**src/efc_pkg.sv**
```systemverilog
`default_nettype none
// ----------------------------------------------------------------------------
// efc_pkg: shared types and constants of the fly camera pose core
// Payload structs, event codes, register indexes, controller commands and
// the fixed-point constants of the angle and basis arithmetic.
// ----------------------------------------------------------------------------
package efc_pkg;

  localparam int CORDIC_STEPS_DEF = 16;
  localparam int CNT_W            = 5;
  localparam int CFG_IDX_W        = 3;
  localparam int CFG_DATA_W       = 32;

  // event codes
  localparam logic [1:0] OP_MOVE    = 2'd0;
  localparam logic [1:0] OP_LOOK    = 2'd1;
  localparam logic [1:0] OP_ZOOM    = 2'd2;
  localparam logic [1:0] OP_RESTART = 2'd3;

  // move directions
  localparam logic [1:0] DIR_FORWARD  = 2'd0;
  localparam logic [1:0] DIR_BACKWARD = 2'd1;
  localparam logic [1:0] DIR_RIGHT    = 2'd2;
  localparam logic [1:0] DIR_LEFT     = 2'd3;

  // register indexes
  localparam logic [CFG_IDX_W-1:0] CFG_MOVE_SPEED  = 3'd0;
  localparam logic [CFG_IDX_W-1:0] CFG_LOOK_SENS   = 3'd1;
  localparam logic [CFG_IDX_W-1:0] CFG_START_X     = 3'd2;
  localparam logic [CFG_IDX_W-1:0] CFG_START_Y     = 3'd3;
  localparam logic [CFG_IDX_W-1:0] CFG_START_Z     = 3'd4;
  localparam logic [CFG_IDX_W-1:0] CFG_START_YAW   = 3'd5;
  localparam logic [CFG_IDX_W-1:0] CFG_START_PITCH = 3'd6;

  // angles in Q16.16 degrees
  localparam logic signed [31:0] YAW_HALF    = 32'sd11796480;
  localparam logic [33:0]        YAW_FULL    = 34'd23592960;
  localparam logic signed [34:0] YAW_BIAS    = 35'sd3031695360; // half + 128 turns
  localparam logic signed [31:0] RIGHT_ANGLE = 32'sd5898240;
  localparam logic signed [33:0] PITCH_LIM   = 34'sd5832704;
  localparam logic signed [31:0] CORDIC_INIT = 32'sd652032874;

  localparam logic [13:0] FOV_MIN = 14'd256;
  localparam logic [13:0] FOV_MAX = 14'd11520;
  localparam logic signed [15:0] ONE14 = 16'sd16384;

  typedef struct packed {
    logic [1:0]         opcode;
    logic [1:0]         direction;
    logic [15:0]        delta_time;
    logic signed [23:0] x_offset;
    logic signed [23:0] y_offset;
  } in_t;

  typedef struct packed {
    logic signed [31:0] pos_x;
    logic signed [31:0] pos_y;
    logic signed [31:0] pos_z;
    logic signed [15:0] front_x;
    logic signed [15:0] front_y;
    logic signed [15:0] front_z;
    logic signed [15:0] up_x;
    logic signed [15:0] up_y;
    logic signed [15:0] up_z;
    logic [13:0]        field_of_view;
  } out_t;

  typedef enum logic [4:0] {
    ST_IDLE, ST_DISPATCH, ST_MV_SD, ST_MV_SDW, ST_MV_MUL, ST_MV_ADD, ST_ZOOM,
    ST_LK_MULX, ST_LK_YAW, ST_LK_MULY, ST_LK_PITCH, ST_RESTART, ST_WRAP,
    ST_WRAP_END, ST_CD_LOAD, ST_CD_STEP, ST_CD_SAVE, ST_FR_MUL0, ST_FR_MUL1,
    ST_FR_SET, ST_NM_SQ, ST_SQ_INIT, ST_SQ_STEP, ST_DV_INIT, ST_DV_STEP,
    ST_DV_SAVE, ST_NM_END, ST_CR, ST_DONE
  } st_t;

  typedef enum logic [4:0] {
    U_NONE, U_LATCH, U_MV_SD, U_MV_SDW, U_MV_MUL, U_MV_ADD, U_ZOOM,
    U_LK_MULX, U_LK_YAW, U_LK_MULY, U_LK_PITCH, U_RESTART, U_WRAP,
    U_WRAP_END, U_CD_LOAD, U_CD_STEP, U_CD_SAVE, U_FR_MUL0, U_FR_MUL1,
    U_FR_SET, U_NM_SQ, U_SQ_INIT, U_SQ_STEP, U_DV_INIT, U_DV_STEP,
    U_DV_SAVE, U_NM_END, U_CR, U_OUT
  } uop_t;

  typedef enum logic [1:0] {PASS_FRONT, PASS_RIGHT, PASS_UP} pass_t;

  typedef struct packed {
    uop_t             uop;
    logic [CNT_W-1:0] cnt;
    logic [1:0]       k;
    pass_t            pass;
    logic             ang_pitch;
  } cmd_t;

  typedef struct packed {
    logic [1:0] op;
  } status_t;

  // arctangent of 2^-i in Q16.16 degrees
  function automatic logic signed [31:0] atan_deg(input logic [CNT_W-1:0] i);
    logic signed [31:0] a;
    case (i)
      5'd0:    a = 32'sd2949120;
      5'd1:    a = 32'sd1740967;
      5'd2:    a = 32'sd919879;
      5'd3:    a = 32'sd466945;
      5'd4:    a = 32'sd234379;
      5'd5:    a = 32'sd117304;
      5'd6:    a = 32'sd58666;
      5'd7:    a = 32'sd29335;
      5'd8:    a = 32'sd14668;
      5'd9:    a = 32'sd7334;
      5'd10:   a = 32'sd3667;
      5'd11:   a = 32'sd1833;
      5'd12:   a = 32'sd917;
      5'd13:   a = 32'sd458;
      5'd14:   a = 32'sd229;
      5'd15:   a = 32'sd115;
      5'd16:   a = 32'sd57;
      5'd17:   a = 32'sd29;
      5'd18:   a = 32'sd14;
      5'd19:   a = 32'sd7;
      5'd20:   a = 32'sd4;
      5'd21:   a = 32'sd2;
      5'd22:   a = 32'sd1;
      default: a = 32'sd0;
    endcase
    return a;
  endfunction

endpackage
`default_nettype wire

```
**src/efc_ctrl.sv**
```systemverilog
`default_nettype none
// ----------------------------------------------------------------------------
// efc_ctrl: event sequencer of the fly camera pose core
// Steps the datapath through move, zoom, look and restart sequences and
// owns the result valid flag.
// ----------------------------------------------------------------------------
module efc_ctrl
  import efc_pkg::*;
#(
  parameter int CORDIC_STEPS = CORDIC_STEPS_DEF
) (
  input  wire logic    clk,
  input  wire logic    rst_n,
  input  wire logic    in_valid,
  output logic         in_stall,
  output logic         out_valid,
  input  wire logic    out_stall,
  input  wire status_t status,
  output cmd_t         cmd
);

  st_t              state_r, state_nxt;
  logic [CNT_W-1:0] cnt_r, cnt_nxt;
  logic [1:0]       k_r, k_nxt;
  pass_t            pass_r, pass_nxt;
  logic             ang_r, ang_nxt;
  logic             out_valid_r, out_valid_nxt;
  logic             out_free;

  assign out_free = !out_valid_r || !out_stall;

  always_comb begin
    state_nxt = state_r;
    cnt_nxt   = '0;
    k_nxt     = k_r;
    pass_nxt  = pass_r;
    ang_nxt   = ang_r;
    case (state_r)
      ST_IDLE: if (in_valid) state_nxt = ST_DISPATCH;
      ST_DISPATCH: begin
        case (status.op)
          OP_MOVE: state_nxt = ST_MV_SD;
          OP_LOOK: state_nxt = ST_LK_MULX;
          OP_ZOOM: state_nxt = ST_ZOOM;
          default: state_nxt = ST_RESTART;
        endcase
      end
      ST_MV_SD:  state_nxt = ST_MV_SDW;
      ST_MV_SDW: begin
        state_nxt = ST_MV_MUL;
        k_nxt     = 2'd0;
      end
      ST_MV_MUL: state_nxt = ST_MV_ADD;
      ST_MV_ADD: begin
        if (k_r == 2'd2) begin
          state_nxt = ST_DONE;
        end else begin
          state_nxt = ST_MV_MUL;
          k_nxt     = k_r + 2'd1;
        end
      end
      ST_ZOOM:     state_nxt = ST_DONE;
      ST_LK_MULX:  state_nxt = ST_LK_YAW;
      ST_LK_YAW:   state_nxt = ST_LK_MULY;
      ST_LK_MULY:  state_nxt = ST_LK_PITCH;
      ST_LK_PITCH: state_nxt = ST_WRAP;
      ST_RESTART:  state_nxt = ST_WRAP;
      ST_WRAP: begin
        if (cnt_r == CNT_W'(7)) state_nxt = ST_WRAP_END;
        else cnt_nxt = cnt_r + 1'b1;
      end
      ST_WRAP_END: begin
        state_nxt = ST_CD_LOAD;
        ang_nxt   = 1'b0;
      end
      ST_CD_LOAD: state_nxt = ST_CD_STEP;
      ST_CD_STEP: begin
        if (cnt_r == CNT_W'(CORDIC_STEPS - 1)) state_nxt = ST_CD_SAVE;
        else cnt_nxt = cnt_r + 1'b1;
      end
      ST_CD_SAVE: begin
        if (!ang_r) begin
          state_nxt = ST_CD_LOAD;
          ang_nxt   = 1'b1;
        end else begin
          state_nxt = ST_FR_MUL0;
        end
      end
      ST_FR_MUL0: state_nxt = ST_FR_MUL1;
      ST_FR_MUL1: state_nxt = ST_FR_SET;
      ST_FR_SET: begin
        state_nxt = ST_NM_SQ;
        pass_nxt  = PASS_FRONT;
      end
      ST_NM_SQ: begin
        if (cnt_r == CNT_W'(3)) state_nxt = ST_SQ_INIT;
        else cnt_nxt = cnt_r + 1'b1;
      end
      ST_SQ_INIT: state_nxt = ST_SQ_STEP;
      ST_SQ_STEP: begin
        if (cnt_r == CNT_W'(31)) begin
          state_nxt = ST_DV_INIT;
          k_nxt     = 2'd0;
        end else begin
          cnt_nxt = cnt_r + 1'b1;
        end
      end
      ST_DV_INIT: state_nxt = ST_DV_STEP;
      ST_DV_STEP: begin
        if (cnt_r == CNT_W'(31)) state_nxt = ST_DV_SAVE;
        else cnt_nxt = cnt_r + 1'b1;
      end
      ST_DV_SAVE: begin
        if (k_r == 2'd2) begin
          state_nxt = ST_NM_END;
        end else begin
          state_nxt = ST_DV_INIT;
          k_nxt     = k_r + 2'd1;
        end
      end
      ST_NM_END: begin
        case (pass_r)
          PASS_FRONT: begin
            state_nxt = ST_NM_SQ;
            pass_nxt  = PASS_RIGHT;
          end
          PASS_RIGHT: state_nxt = ST_CR;
          default:    state_nxt = ST_DONE;
        endcase
      end
      ST_CR: begin
        if (cnt_r == CNT_W'(4)) begin
          state_nxt = ST_NM_SQ;
          pass_nxt  = PASS_UP;
        end else begin
          cnt_nxt = cnt_r + 1'b1;
        end
      end
      ST_DONE: if (out_free) state_nxt = ST_IDLE;
      default: state_nxt = ST_IDLE;
    endcase
  end

  always_comb begin
    out_valid_nxt = out_valid_r;
    if (state_r == ST_DONE && out_free) out_valid_nxt = 1'b1;
    else if (!out_stall) out_valid_nxt = 1'b0;
  end

  always_comb begin
    cmd.cnt       = cnt_r;
    cmd.k         = k_r;
    cmd.pass      = pass_r;
    cmd.ang_pitch = ang_r;
    case (state_r)
      ST_IDLE:     cmd.uop = in_valid ? U_LATCH : U_NONE;
      ST_DISPATCH: cmd.uop = U_NONE;
      ST_MV_SD:    cmd.uop = U_MV_SD;
      ST_MV_SDW:   cmd.uop = U_MV_SDW;
      ST_MV_MUL:   cmd.uop = U_MV_MUL;
      ST_MV_ADD:   cmd.uop = U_MV_ADD;
      ST_ZOOM:     cmd.uop = U_ZOOM;
      ST_LK_MULX:  cmd.uop = U_LK_MULX;
      ST_LK_YAW:   cmd.uop = U_LK_YAW;
      ST_LK_MULY:  cmd.uop = U_LK_MULY;
      ST_LK_PITCH: cmd.uop = U_LK_PITCH;
      ST_RESTART:  cmd.uop = U_RESTART;
      ST_WRAP:     cmd.uop = U_WRAP;
      ST_WRAP_END: cmd.uop = U_WRAP_END;
      ST_CD_LOAD:  cmd.uop = U_CD_LOAD;
      ST_CD_STEP:  cmd.uop = U_CD_STEP;
      ST_CD_SAVE:  cmd.uop = U_CD_SAVE;
      ST_FR_MUL0:  cmd.uop = U_FR_MUL0;
      ST_FR_MUL1:  cmd.uop = U_FR_MUL1;
      ST_FR_SET:   cmd.uop = U_FR_SET;
      ST_NM_SQ:    cmd.uop = U_NM_SQ;
      ST_SQ_INIT:  cmd.uop = U_SQ_INIT;
      ST_SQ_STEP:  cmd.uop = U_SQ_STEP;
      ST_DV_INIT:  cmd.uop = U_DV_INIT;
      ST_DV_STEP:  cmd.uop = U_DV_STEP;
      ST_DV_SAVE:  cmd.uop = U_DV_SAVE;
      ST_NM_END:   cmd.uop = U_NM_END;
      ST_CR:       cmd.uop = U_CR;
      ST_DONE:     cmd.uop = out_free ? U_OUT : U_NONE;
      default:     cmd.uop = U_NONE;
    endcase
  end

  assign in_stall  = (state_r != ST_IDLE);
  assign out_valid = out_valid_r;

  always_ff @(posedge clk) begin
    if (!rst_n) begin
      state_r     <= ST_IDLE;
      cnt_r       <= '0;
      k_r         <= 2'd0;
      pass_r      <= PASS_FRONT;
      ang_r       <= 1'b0;
      out_valid_r <= 1'b0;
    end else begin
      state_r     <= state_nxt;
      cnt_r       <= cnt_nxt;
      k_r         <= k_nxt;
      pass_r      <= pass_nxt;
      ang_r       <= ang_nxt;
      out_valid_r <= out_valid_nxt;
    end
  end

endmodule
`default_nettype wire

```
**config.mk**
```make
export PLATFORM = sky130hd
export DESIGN_NAME = efc_ctrl
export DESIGN_NICKNAME = d
export VERILOG_FILES = /design/src/efc_pkg.sv /design/src/efc_ctrl.sv
export SDC_FILE = /design/constraint.sdc
export NUM_CORES = 1
export LEC_CHECK = 0
export ABC_CLOCK_PERIOD_IN_PS = 5000
export BUFFER_PORTS_ARGS = -buffer_cell sky130_fd_sc_hd__buf_2
export CORE_MARGIN = 2
export CORE_UTILIZATION = 26
export CTS_CLUSTER_DIAMETER = 100
export DETAILED_ROUTE_END_ITERATION = 7
export PLACE_DENSITY_LB_ADDON = 0.25
export SLEW_MARGIN = 15
export SYNTH_ARGS = -nofsm -noshare
export SYNTH_HDL_FRONTEND = slang
export SYNTH_SLANG_ARGS = --single-unit
```
**constraint.sdc**
```tcl
create_clock -name clk -period 5 [get_ports clk]
set_input_delay 0.5 -clock clk [delete_from_list [all_inputs] [get_ports clk]]
set_output_delay 0.5 -clock clk [all_outputs]
set_load 0.05 [all_outputs]
```
## Yosys cells after proc, flatten, opt, wreduce, memory -nomap -nowiden

Index checks and enable logic that the tools add are counted.

| storage, ports and cells | value |
|---|---|
| register bits | 16 |
| logic and storage cells | 105 |

| cells by class | value |
|---|---|
| add/subtract/negate cells | 2 |
| eq/ne operators | 48 |
| muxes and demuxes | 32 |
| reduce and logical (&&, ||, !) cells | 17 |

Operators by type and width:

| cell | number |
|---|---|
| $pmux W5 S28 | 2 |
| $mux W5 | 16 |
| $eq A5 B5 Y1 const B | 14 |
| $eq A5 B4 Y1 const B | 9 |
| $eq A5 B3 Y1 const B | 6 |
| $pmux W5 S5 | 1 |
| $ne A2 B2 Y1 const B | 9 |
| $eq A5 B2 Y1 const B | 3 |
| $pmux W2 S3 | 2 |
| $pmux W4 S3 | 1 |
| $mux W2 | 4 |
| $pmux W4 S2 | 1 |
| $reduce_and A8 Y1 | 1 |
| $reduce_and A3 Y1 | 2 |
| $reduce_bool A3 Y1 | 2 |
| $reduce_or A2 Y1 | 3 |
| $add A5 B1 Y5 const B | 1 |
| $eq A5 B1 Y1 const B | 1 |
| $logic_not A5 Y1 | 1 |
| $reduce_bool A5 Y1 | 1 |
| $eq A2 B1 Y1 const B | 2 |
| $eq A2 B2 Y1 const B | 2 |
| $logic_not A2 Y1 | 2 |
| $mux W4 | 1 |
| other kinds (8) | 12 |

## Logic depth before layout (Yosys ltp)

| logic depth | value |
|---|---|
| depth after elaboration | 4 |
| mapped depth | 8 |
| gate-level depth less buffers | 8 |

## Least setup slack after synthesis

Ideal clock, no wire load.

| timing path | value |
|---|---|
| path type | register to output |
| start | reg state_r[4] |
| end | out cmd[14] in the netlist's numbering |
| arrival | 2.189 ns |
| slack | 2.311 ns |
| stages on the path, launching flop included | 5 |
| buffers on the path | 1 |
| cells stage by stage | dfxtp_1 > clkbuf_2 > nor3b_1 > nand2_1 > o21ai_0 |

RTL lines:

| item | RTL line | text |
|---|---|---|
| start, declared | efc_ctrl.sv:22 | `st_t state_r, state_nxt;` |
| start signal, assigned | efc_ctrl.sv:201 | `state_r <= state_nxt;` |
| end, declared | efc_ctrl.sv:19 | `output cmd_t cmd` |

==> results.sh <==
export IMPL_n_antenna_cell=0
export IMPL_dieArea_um2=6350
export IMPL_syn_inst=197
export IMPL_final_setup_worst_slack_ps=2100
export IMPL_worst_setup_path_end_kind="output pin"
export IMPL_final_area_um2=1670
export IMPL_setup_viol=0
export IMPL_worst_path_max_delay_cell="dfxtp_1"
export IMPL_worst_setup_path_start_kind="flop"
export IMPL_antenna_found_initial=0
export IMPL_rows=27
export IMPL_ys_async_sr_fraction_pct=0
export IMPL_gr_total_overflow=0
export IMPL_dpl_worst_slack_ps=2400
export IMPL_seq_area_frac_synth_pct=21.5
export IMPL_p_leak_nw=0.662
export IMPL_ctsHoldBuffers=0
export IMPL_final_cells=280
export IMPL_synth_top_cell_area_share_pct=21.5
export IMPL_dr_pass1_iters=4
export IMPL_place_congestion=0.814
export IMPL_slew_headroom_pct=43.0
export IMPL_io_buffer_count=22
export IMPL_skew_ps=7.37
export IMPL_synth_edf_count=0
export IMPL_final_layout_size_suffix_gt1_share_pct=18.8
export IMPL_crit_path_max_fanout=27
export IMPL_p_per_area_nw_per_um2=533
export IMPL_wl_um=4240
export IMPL_setup_tns_ps=0
export IMPL_drv_cap=0
export IMPL_grt_pass1_wl_um=6930
export IMPL_antenna_left=0
export IMPL_core_area_um2=5510
export IMPL_hold_class="reg -> reg"
export IMPL_cp_cell_sequence="nor3b_1 > nand2_1 > a31oi_1 > buf_2"
export IMPL_yosys_warnings=0
export IMPL_crit_type="reg -> out"
export IMPL_cts_tree="yes"
export IMPL_post_cts_resized=0
export IMPL_grt_pass1_vias=1343
export IMPL_drc=0
export IMPL_vias_per_cell=5.28
export IMPL_synth_top_area_cell="dfxtp_1"
export IMPL_nets=224
export IMPL_cts_buffers=3
export IMPL_clk_pin_slew_ps=70
export IMPL_critPathRequiredTime_ps=4500
export IMPL_final_max_slew_viol_count=0
export IMPL_place_area_um2=1630
export IMPL_timing_final_crit_share_pct=57.9
export IMPL_ys_flop_type="dfxtp_1"
export IMPL_ys_top_cells_by_area="dfxtp_1 22%, ha_1 6.7%, nand2_1 5.8%"
export IMPL_start_util_pct=27.0
export IMPL_period_needed_ps=2900
export IMPL_die_h_um=79.7
export IMPL_grt_max_degree=28
export IMPL_num_vias=1479
export IMPL_dp_cells=277
export IMPL_rsz0062_at_grt="no"
export IMPL_status="completed"
export IMPL_dp_hpwl_um=3150
export IMPL_avgRoutedWirePerCell_um=15.1
export IMPL_peakVddDrop_uv=266
export IMPL_max_slew_worst_pin_slew_ps=853
export IMPL_clk_latency_ps=250
export IMPL_synth_seq_cells=16
export IMPL_synth_area_um2=1490
export IMPL_avgSynthCellArea_um2=7.56
export IMPL_cts_num_sinks=16
export IMPL_pin_count=23
export IMPL_drt_first_iter_violations=173
export IMPL_max_stage_delay_ps=880
export IMPL_hold_viol=0
export IMPL_clockBufferDepth=2
export IMPL_cts_root_buf="clkbuf_8"
export IMPL_cts_setup_buffers=0
export IMPL_htree_levels=1
export IMPL_synth_nets=211
export IMPL_groute_usage_overall_pct=14.1
export IMPL_max_freq_mhz=345
export IMPL_dieWidth_um=79.7
export IMPL_yosys_cell_types_count=56
export IMPL_arrival_ps=2400
export IMPL_area_growth_pct=12.1
metal layers:
metal,vias up,share of wire [%],track usage (%)
met4,0,0.90,3.62
met3,4,6.4,2.94
met1,695,48,20.3
met5,-,0,0
li1,740,-,-
met2,40,44,21.3
flip-flops by register name, indices dropped and copies added, names as in the netlist:
| name | cells |
|---|---|
| k_r | 2 |
| state_r | 5 |
| pass_r | 2 |
| cnt_r | 5 |
| ang_r | 1 |
| out_valid | 1 |
cell families after synthesis:
| family | count (synthesis) | share of synthesized area (%) |
|---|---|---|
| AO/OA/AOI/OAI | 54 | 27.6 |
| XOR/XNOR | 5 | 2.94 |
| adder cells (fa/ha/maj) | 8 | 6.72 |
| buffers and inverters | 30 | 8.15 |
| flip-flops | 16 | 21.5 |
| multiplexers | 7 | 5.13 |
| AND/OR/NAND/NOR | 77 | 28.0 |
cell type report:
cell class | instances | area [um^2]
flip-flops and latches | 16 | 320
repair buffers | 22 | 110
inverters | 16 | 60.1
fillers | 616 | 3840
well taps | 72 | 90.1
clock buffers | 3 | 41.3
multi-input cells | 151 | 1050
path summary, 6_finish.rpt:
check	slack (ps)	from	depth (start not counted)	end
setup / recovery	2100	state_r[4]$_SDFFE_PN0P_	4	cmd[13]
hold / removal	470	cnt_r[0]$_SDFF_PN0_	1	cnt_r[0]$_SDFF_PN0_
setup reg to reg	2460	state_r[4]$_SDFFE_PN0P_	5	state_r[2]$_SDFFE_PN0P_
hold reg to reg	470	cnt_r[0]$_SDFF_PN0_	1	cnt_r[0]$_SDFF_PN0_
per-stage QoR:
stage          hold slack (ps)  utilization (%)  power (W)
6_report                   475             30.3   0.000890
5_1_grt                    526             30.3   0.000956
4_1_cts                    485             30.3   0.000890
3_5_place_dp               470             29.6   0.000788
3_3_place_gp               461             29.6   0.000792
2_1_floorplan              545                -   0.000673
synth_stat cells, types with 4 or more instances:
cell type	instances
inv_1	16
a31o_2	4
nand2_1	23
nand3_1	8
o21ai_0	10
a21oi_1	10
nand2b_1	4
mux2i_1	5
dfxtp_1	16
ha_1	8
nor2_1	13
nor2b_1	9
clkbuf_1	7
a31oi_1	5
layout by cell type (no fill, tap or decap), types with 2 or more instances in the layout:
master / count
nand4_1: 2
a32oi_1: 3
nand2b_1: 4
clkbuf_8: 3
nor3_1: 2
or2_2: 2
o2111ai_1: 2
xnor2_1: 2
ha_1: 8
inv_1: 16
mux2i_1: 5
a31o_2: 4
a22oi_1: 2
nor3b_1: 2
xor2_1: 3
nand2_1: 23
a41o_1: 2
a21oi_1: 10
nand3b_1: 2
nor2_1: 13
nor2b_1: 9
nand3_1: 8
or3b_2: 2
o21ai_0: 10
a31oi_1: 5
buf_2: 22
dfxtp_1: 16
worst max-delay path: cells and delay by family, from the launching register on:
kind | cells | cell delay (ps)
buf+inv | 1 | 290
compound gates | 1 | 200
flops | 1 | 880
simple gates | 2 | 770
where the power goes:
part / internal [W] / switching (W)
combinational: 0.000189 / 0.000339
clock: 0.0000535 / 0.0000471
sequential: 0.000149 / 0.000112
No activity file was read; power rests on OpenSTA's default activity.
